==> config.mk <==
export PLATFORM = sky130hd
export DESIGN_NAME = soft_pwm_with_key_debounce_flat
export DESIGN_NICKNAME = d
export VERILOG_FILES = /design/src/sv/spwm_pkg.sv /design/src/sv/spwm_in_if.sv /design/src/sv/spwm_out_if.sv /design/src/sv/spwm_cfg.sv /design/src/sv/spwm_key.sv /design/src/sv/soft_pwm_with_key_debounce.sv /design/src/flat_wrapper.sv
export SDC_FILE = /design/constraint.sdc
export NUM_CORES = 1
export LEC_CHECK = 0
export BUFFER_PORTS_ARGS = -buffer_cell sky130_fd_sc_hd__buf_2
export CORE_ASPECT_RATIO = 1.1
export CORE_MARGIN = 5
export CORE_UTILIZATION = 55
export DETAILED_ROUTE_END_ITERATION = 16
export PLACE_DENSITY = 0.73
export SYNTH_ARGS = -nofsm -noshare
export SYNTH_HDL_FRONTEND = slang
export SYNTH_HIERARCHICAL = 1
export SYNTH_SLANG_ARGS = --single-unit
==> constraint.sdc <==
create_clock -name clk -period 6.3 [get_ports clk]
set_clock_uncertainty 0.05 [all_clocks]
set_input_delay 0.945 -clock clk [delete_from_list [all_inputs] [get_ports clk]]
set_output_delay 0.945 -clock clk [all_outputs]
set_load 0.1 [all_outputs]
==> src/sv/spwm_pkg.sv <==
// ----------------------------------------------------------------------------
// spwm_pkg
// Shared constants, register indexes and types for the soft PWM block with
// debounced key polling.
// ----------------------------------------------------------------------------
`default_nettype none

package spwm_pkg;

  // Tick dividers
  localparam int PWM_STEPS   = 40;
  localparam int POLL_DIVIDE = 200;

  localparam int STEP_W = $clog2(PWM_STEPS);
  localparam int POLL_W = (POLL_DIVIDE > 1) ? $clog2(POLL_DIVIDE) : 1;

  // Field and register widths
  localparam int DUTY_W     = 7;
  localparam int DEB_W      = 16;
  localparam int TIME_W     = 32;
  localparam int CFG_IDX_W  = 2;
  localparam int CFG_DATA_W = 16;

  // Register reset values
  localparam int DUTY_MAX = 100;
  localparam int DUTY_RST = 10;
  localparam int DEB_RST  = 200;

  // Threshold = duty*PWM_STEPS/100, taken as a multiply by a scaled
  // reciprocal of 100; the error stays below a hundredth of an LSB, so the
  // floor matches exact division for every duty up to 100 and PWM_STEPS up
  // to 255.
  localparam int THR_W     = $clog2(PWM_STEPS + 1);
  localparam int THR_SHIFT = 22;
  localparam int THR_RECIP = ((1 << THR_SHIFT) + DUTY_MAX - 1) / DUTY_MAX;
  localparam int THR_MUL   = PWM_STEPS * THR_RECIP;
  localparam int MUL_W     = THR_SHIFT + THR_W + 1;

  typedef enum logic [CFG_IDX_W-1:0] {
    REG_DUTY     = 2'd0,
    REG_DEBOUNCE = 2'd1
  } cfg_reg_t;

  typedef struct packed {
    logic [THR_W-1:0] threshold;
    logic [DEB_W-1:0] debounce;
  } spwm_cfg_t;

endpackage

`default_nettype wire

==> src/sv/spwm_in_if.sv <==
// ----------------------------------------------------------------------------
// spwm_in_if
// Tick request channel: key levels and millisecond timestamp.
// ----------------------------------------------------------------------------
`default_nettype none

interface spwm_in_if;
  logic        valid;
  logic        ready;
  logic        key_a_level;
  logic        key_b_level;
  logic [31:0] now_ms;

  modport source (output valid, key_a_level, key_b_level, now_ms, input ready);
  modport sink   (input valid, key_a_level, key_b_level, now_ms, output ready);
endinterface

`default_nettype wire

==> src/sv/spwm_out_if.sv <==
// ----------------------------------------------------------------------------
// spwm_out_if
// Result channel: PWM level and debounced key press pulses.
// ----------------------------------------------------------------------------
`default_nettype none

interface spwm_out_if;
  logic valid;
  logic ready;
  logic pwm_level;
  logic key_a_press;
  logic key_b_press;

  modport source (output valid, pwm_level, key_a_press, key_b_press, input ready);
  modport sink   (input valid, pwm_level, key_a_press, key_b_press, output ready);
endinterface

`default_nettype wire

==> src/sv/spwm_cfg.sv <==
// ----------------------------------------------------------------------------
// spwm_cfg
// Configuration registers; derives the PWM on-threshold from the duty.
// ----------------------------------------------------------------------------
`default_nettype none

module spwm_cfg (
  input  wire logic                            clk,
  input  wire logic                            rst_n,
  input  wire logic                            cfg_we,
  input  wire logic [spwm_pkg::CFG_IDX_W-1:0]  cfg_idx,
  input  wire logic [spwm_pkg::CFG_DATA_W-1:0] cfg_data,
  output spwm_pkg::spwm_cfg_t                  cfg
);
  import spwm_pkg::*;

  logic [DUTY_W-1:0] duty_r;
  logic [DEB_W-1:0]  debounce_r;
  logic [DUTY_W-1:0] duty_sat;
  logic [MUL_W-1:0]  thr_prod;

  always_ff @(posedge clk) begin
    if (!rst_n) begin
      duty_r     <= DUTY_W'(DUTY_RST);
      debounce_r <= DEB_W'(DEB_RST);
    end else if (cfg_we) begin
      case (cfg_idx)
        REG_DUTY:     duty_r     <= cfg_data[DUTY_W-1:0];
        REG_DEBOUNCE: debounce_r <= cfg_data[DEB_W-1:0];
        default:      ;
      endcase
    end
  end

  // Saturate duty above one hundred percent
  assign duty_sat = (duty_r > DUTY_W'(DUTY_MAX)) ? DUTY_W'(DUTY_MAX) : duty_r;
  assign thr_prod = MUL_W'(duty_sat) * MUL_W'(THR_MUL);

  assign cfg.threshold = thr_prod[THR_SHIFT +: THR_W];
  assign cfg.debounce  = debounce_r;

endmodule

`default_nettype wire

==> src/sv/spwm_key.sv <==
// ----------------------------------------------------------------------------
// spwm_key
// One polled key: rising-edge detect with a debounce window on the
// timestamp of the last accepted press.
// ----------------------------------------------------------------------------
`default_nettype none

module spwm_key (
  input  wire logic                        clk,
  input  wire logic                        rst_n,
  input  wire logic                        sample,
  input  wire logic                        level,
  input  wire logic [spwm_pkg::TIME_W-1:0] now_ms,
  input  wire logic [spwm_pkg::DEB_W-1:0]  debounce,
  output logic                             press
);
  import spwm_pkg::*;

  logic              prev_r;
  logic [TIME_W-1:0] last_r;
  logic [TIME_W-1:0] elapsed;

  // Modular distance since the last accepted press
  assign elapsed = now_ms - last_r;
  assign press   = sample && level && !prev_r && (elapsed > TIME_W'(debounce));

  always_ff @(posedge clk) begin
    if (!rst_n) begin
      prev_r <= 1'b0;
      last_r <= '0;
    end else if (sample) begin
      prev_r <= level;
      if (press) begin
        last_r <= now_ms;
      end
    end
  end

endmodule

`default_nettype wire

==> src/sv/soft_pwm_with_key_debounce.sv <==
// ----------------------------------------------------------------------------
// soft_pwm_with_key_debounce
// Timer-tick driven software-style PWM with two polled, debounced keys.
//
//   channel | dir | payload                                  | handshake
//   --------+-----+------------------------------------------+------------
//   in_ch   | in  | key_a_level, key_b_level, now_ms[31:0]   | valid/ready
//   out_ch  | out | pwm_level, key_a_press, key_b_press      | valid/ready
//   cfg_*   | in  | cfg_idx[1:0], cfg_data[15:0]             | cfg_we
//
// One tick request per cycle unless a stalled result holds it back; each
// request passes through the input register, then the result register.
// The tick counters and key state advance as a request moves from the input
// register into the result register.
// A stalled result holds; the input register still takes a request when the
// result register drains in the same cycle.
// Synchronous active-low reset empties both stages and restores registers.
// ----------------------------------------------------------------------------
`default_nettype none

module soft_pwm_with_key_debounce (
  input  wire logic                            clk,
  input  wire logic                            rst_n,
  spwm_in_if.sink                              in_ch,
  spwm_out_if.source                           out_ch,
  input  wire logic                            cfg_we,
  input  wire logic [spwm_pkg::CFG_IDX_W-1:0]  cfg_idx,
  input  wire logic [spwm_pkg::CFG_DATA_W-1:0] cfg_data
);
  import spwm_pkg::*;

  spwm_cfg_t cfg;

  // Input stage
  logic              s1_valid_r;
  logic              s1_key_a_r;
  logic              s1_key_b_r;
  logic [TIME_W-1:0] s1_now_r;

  // Tick state
  logic [STEP_W-1:0] step_r;
  logic [STEP_W-1:0] step_nxt;
  logic [POLL_W-1:0] poll_r;
  logic [POLL_W-1:0] poll_nxt;
  logic              poll_hit;

  // Result stage
  logic out_valid_r;
  logic out_pwm_r;
  logic out_key_a_r;
  logic out_key_b_r;

  logic out_free;
  logic advance;
  logic take;
  logic pwm_nxt;
  logic press_a;
  logic press_b;

  spwm_cfg u_cfg (
    .clk      (clk),
    .rst_n    (rst_n),
    .cfg_we   (cfg_we),
    .cfg_idx  (cfg_idx),
    .cfg_data (cfg_data),
    .cfg      (cfg)
  );

  assign out_free = !out_valid_r || out_ch.ready;
  assign advance  = s1_valid_r && out_free;
  assign in_ch.ready = !s1_valid_r || out_free;
  assign take     = in_ch.valid && in_ch.ready;

  assign step_nxt = (step_r == STEP_W'(PWM_STEPS - 1)) ? '0 : step_r + 1'b1;
  assign poll_hit = (poll_r == POLL_W'(POLL_DIVIDE - 1));
  assign poll_nxt = poll_hit ? '0 : poll_r + 1'b1;
  assign pwm_nxt  = (cfg.threshold != '0) && (THR_W'(step_nxt) < cfg.threshold);

  spwm_key u_key_a (
    .clk      (clk),
    .rst_n    (rst_n),
    .sample   (advance && poll_hit),
    .level    (s1_key_a_r),
    .now_ms   (s1_now_r),
    .debounce (cfg.debounce),
    .press    (press_a)
  );

  spwm_key u_key_b (
    .clk      (clk),
    .rst_n    (rst_n),
    .sample   (advance && poll_hit),
    .level    (s1_key_b_r),
    .now_ms   (s1_now_r),
    .debounce (cfg.debounce),
    .press    (press_b)
  );

  always_ff @(posedge clk) begin
    if (!rst_n) begin
      s1_valid_r <= 1'b0;
    end else if (take) begin
      s1_valid_r <= 1'b1;
    end else if (advance) begin
      s1_valid_r <= 1'b0;
    end
  end

  always_ff @(posedge clk) begin
    if (take) begin
      s1_key_a_r <= in_ch.key_a_level;
      s1_key_b_r <= in_ch.key_b_level;
      s1_now_r   <= in_ch.now_ms;
    end
  end

  always_ff @(posedge clk) begin
    if (!rst_n) begin
      step_r <= '0;
      poll_r <= '0;
    end else if (advance) begin
      step_r <= step_nxt;
      poll_r <= poll_nxt;
    end
  end

  always_ff @(posedge clk) begin
    if (!rst_n) begin
      out_valid_r <= 1'b0;
    end else if (out_free) begin
      out_valid_r <= s1_valid_r;
    end
  end

  always_ff @(posedge clk) begin
    if (advance) begin
      out_pwm_r   <= pwm_nxt;
      out_key_a_r <= press_a;
      out_key_b_r <= press_b;
    end
  end

  assign out_ch.valid       = out_valid_r;
  assign out_ch.pwm_level   = out_pwm_r;
  assign out_ch.key_a_press = out_key_a_r;
  assign out_ch.key_b_press = out_key_b_r;

endmodule

`default_nettype wire

==> src/flat_wrapper.sv <==
// flat-port wrapper written by rule: the top's interface ports become plain ports
module soft_pwm_with_key_debounce_flat import spwm_pkg::*;
  (clk, rst_n, cfg_we, cfg_idx, cfg_data, in_ch_valid, in_ch_key_a_level, in_ch_key_b_level, in_ch_now_ms, in_ch_ready, out_ch_valid, out_ch_pwm_level, out_ch_key_a_press, out_ch_key_b_press, out_ch_ready);
  spwm_in_if in_ch_i ();
  spwm_out_if out_ch_i ();
  input  wire logic clk;
  input  wire logic rst_n;
  input  wire logic cfg_we;
  input  wire logic [spwm_pkg::CFG_IDX_W-1:0] cfg_idx;
  input  wire logic [spwm_pkg::CFG_DATA_W-1:0] cfg_data;
  input wire logic [$bits(in_ch_i.valid)-1:0] in_ch_valid;
  input wire logic [$bits(in_ch_i.key_a_level)-1:0] in_ch_key_a_level;
  input wire logic [$bits(in_ch_i.key_b_level)-1:0] in_ch_key_b_level;
  input wire logic [$bits(in_ch_i.now_ms)-1:0] in_ch_now_ms;
  output wire logic [$bits(in_ch_i.ready)-1:0] in_ch_ready;
  output wire logic [$bits(out_ch_i.valid)-1:0] out_ch_valid;
  output wire logic [$bits(out_ch_i.pwm_level)-1:0] out_ch_pwm_level;
  output wire logic [$bits(out_ch_i.key_a_press)-1:0] out_ch_key_a_press;
  output wire logic [$bits(out_ch_i.key_b_press)-1:0] out_ch_key_b_press;
  input wire logic [$bits(out_ch_i.ready)-1:0] out_ch_ready;
  assign in_ch_i.valid = in_ch_valid;
  assign in_ch_i.key_a_level = in_ch_key_a_level;
  assign in_ch_i.key_b_level = in_ch_key_b_level;
  assign in_ch_i.now_ms = in_ch_now_ms;
  assign in_ch_ready = in_ch_i.ready;
  assign out_ch_valid = out_ch_i.valid;
  assign out_ch_pwm_level = out_ch_i.pwm_level;
  assign out_ch_key_a_press = out_ch_i.key_a_press;
  assign out_ch_key_b_press = out_ch_i.key_b_press;
  assign out_ch_i.ready = out_ch_ready;
  soft_pwm_with_key_debounce u_core (.clk(clk), .rst_n(rst_n), .in_ch(in_ch_i), .out_ch(out_ch_i), .cfg_we(cfg_we), .cfg_idx(cfg_idx), .cfg_data(cfg_data));
endmodule
==> run_results.csv <==
group,metric,value,unit
status,status,"completed",
synthesis,yosysTopAreaCellShare,0.1589,
routing,vias_per_cell,6.357,
layout,final_util,0.5967,
synthesis,synth_ff_type,"dfxtp_1",
pwr,power.internal,1.819,mW
layout,drive_gt1_frac,0.09636,
pwr,p_per_area,191.9,nW/um2
sta,hold_viol,0,
clocking,cts_tree,"yes",
routing,detail_route.wl_per_cell,18.31,um
critical_path,cp_cell_sequence,"nand2_1 -> and2_1 -> fa_1 -> inv_1 -> fa_1 -> inv_1 -> ha_1 -> inv_1 -> fa_1 -> inv_1 -> ha_1 -> and4_1 -> a221oi_2 -> a211oi_2 -> nand4b_1 -> a31oi_1 -> xnor2_1 -> inv_1 -> ha_1 -> nand4_1 -> o311a_1",
pwr,clkPwrFrac,0.379,
critical_path,cp.required,6.43,ns
synthesis,avgSynthCellArea,8.168,um2
critical_path,cpMaxStageDelayCell,"fa_1",
layout,area_delta_synth_final,6.846,%
sta,tightest_slew,1.283,ns
critical_path,cp_max_fo,6,
routing,firstDrtPassIters,5,
floorplan,core,23700,um2
synthesis,synthDistinctLibCells,88,
critical_path,critPathMaxStageDelay,0.50,ns
routing,vias,12230,
clocking,insertion_delay,0.43,ns
global_routing,grt_pass1_vias,11820,
clocking,cts_buffer_depth,2,
global_routing,grt_overflow_total,0,
layout,n_antenna_cell,0,
clocking,htree_levels,4,
placed_design,routabilityCongestion,0.9800,
global_routing,grt_start_max_net_pins,90,
pwr,switching_power,0.8948,mW
routing,drc,0,
sta,drv_slew,0,
clocking,cts_buffers,17,
sta,rsz0062_at_grt,"false",
global_routing,grt_usage,0.2543,
sta,relSlewSlack,0.1429,
critical_path,end_kind,"flip-flop",
synthesis,synth_seq_area_share,0.2428,
sta,setup_viol,0,
clocking,cts_hold_buffers,0,
job,maxCapViolations,0,
floorplan,start_util,0.5584,
pwr,netSwitchingFraction,0.3297,
synthesis,synth_area_leaders,"dfxtp_1 (16%), ha_1 (14%), edfxtp_1 (8.4%)",
synthesis,synth.largest_area_cell,"dfxtp_1",
synthesis,synth_edf_count,37,
pwr,seqPwrFrac,0.367,
synthesis,synthCells,1620,
floorplan,rows,59,
pwr,combPwrFrac,0.253,
sta,max_freq,186.7,MHz
clocking,cts_root_buf,"clkbuf_16",
synthesis,synth_commonest_cells,"nand2_1 (190), inv_1 (148), ha_1 (143)",
clocking,cts_setup_buffers,0,
pwr,total_power,2.714,mW
synthesis,yosysMostFrequentCell,"nand2_1",
placed_design,io_buffer_count,61,
floorplan,num_io_pins,62,
synthesis,synth_seq_cells,142,
routing,routed_wl,35230,um
placed_design,dp_hpwl,26170,um
clocking,cts_resized,0,
clocking,clk_pin_slew_worst_paths,0.07,ns
critical_path,path_class,"flip-flop to flip-flop",
synthesis,ys_warn_count,6,
global_routing,antenna_found_initial,0,
pwr,ir_worst_vdd,0.1710,mV
sta,finalCritPeriodShare,0.8502,
layout,layout.nets,1822,
routing,dr.first_iter.drc_count,1163,
floorplan,die_h,172.7,um
critical_path,cp.arrival,5.49,ns
synthesis,syn_nets,1836,
global_routing,grt_pass1_wl,57700,um
sta,setup_tns,0,ns
critical_path,worst_path_most_repeated_cell,"inv_1",
synthesis,ys_async_sr_fraction,0,
critical_path,crit_path_start_kind,"flip-flop",
pwr,p_leak,5.765,nW
sta,final.min_clock_period,5.356,ns
clocking,cts.sinks,142,
floorplan,die_area,27260,um2
worst_hold_path,hp-class,"flip-flop to flip-flop",
synthesis,syn_area,13230,um2
routing,ant_nets,0,
floorplan,die-width,157.9,um
[cell families after synthesis]
group                    count (synthesis)  share of synthesized area
AO/OA/AOI/OAI                          496                     0.2769
XOR/XNOR                                50                    0.03309
adder cells (fa/ha/maj)                159                     0.1594
buffers and inverters                  250                    0.07971
flip-flops                             142                     0.2428
multiplexers                            10                   0.007565
AND/OR/NAND/NOR                        513                     0.2006
[placed cells by master (no fill, tap or decap), types with 60 or more instances in the layout]
master and n:
inv_1 148, o311ai_1 60, a2bb2oi_1 64, and3_1 76, nand2_1 190, buf_2 60, ha_1 143, dfxtp_1 105
a21oi_1 85, o21ai_0 103
[worst max-delay path: cells and delay by family, from the launching register on]
kind | cells | cell delay (ns)
adder cells (fa/ha/maj) | 6 | 2.33
AND/OR/NAND/NOR | 5 | 0.89
XOR/XNOR | 1 | 0.16
buffers and inverters | 5 | 0.25
flip-flops | 1 | 0.49
AO/OA/AOI/OAI | 4 | 0.93
[final timing paths]
kind	startpoint	end	slack [ns]	cells past startpoint
worst max-delay path	u_core/u_cfg/duty_r[6]	u_core/out_ch.pwm_level	0.94	21
worst min-delay path	u_core/poll_r[7]	u_core/poll_r[7]	0.43	1
worst max register to register	u_core/u_cfg/duty_r[6]	u_core/out_ch.pwm_level	0.94	21
worst min register to register	u_core/poll_r[7]	u_core/poll_r[7]	0.43	1
[power by group through the flow]
stage          logic, mW  registers (mW)  clock network (mW)
4_1_cts            0.682           0.996                1.04
3_5_place_dp       0.677            1.02                   0
3_3_place_gp       0.662            1.02                   0
5_1_grt            0.768           0.999                1.08
2_1_floorplan      0.507            1.02                   0
6_report           0.687           0.997                1.03
[metrics by stage]
step           instance area [um2]  worst slack (ns)  hold slack, ns  instances
2_1_floorplan                13230             1.344          0.3899       1620
4_1_cts                      14140            0.9087          0.4300       1924
5_1_grt                      14140            0.5675          0.4568       1924
3_5_place_dp                 13540            0.9226          0.4188       1892
3_3_place_gp                 13540             1.058          0.4154       1892
6_report                     14140            0.9439          0.4290       1924
[flip-flops by register name (all words and copies together), names as in the netlist, 6 cells and up]
register	flops
u_core/u_cfg/debounce_r	16
u_core/s1_now_r	32
u_core/u_key_b/last_r	32
u_core/u_cfg/duty_r	7
u_core/step_r	6
u_core/poll_r	8
u_core/u_key_a/last_r	32
[area by class of cell]
type / count / area, um2
tap: 305 / 381.6
clock buffer: 22 / 516.7
inverter: 148 / 555.5
multi-input combinational: 1228 / 9019
sequential: 142 / 3213
timing repair buffer: 69 / 367.9
clock inverter: 10 / 85.08
fill: 2119 / 9558
[layer usage]
layer / share of wire / GRT usage
met1: 0.45 / 0.3460
met2: 0.48 / 0.4147
met3: 0.050 / 0.03625
met4: 0.023 / 0.08247
met5: 0 / 0
(Power assumes the default switching activity.)
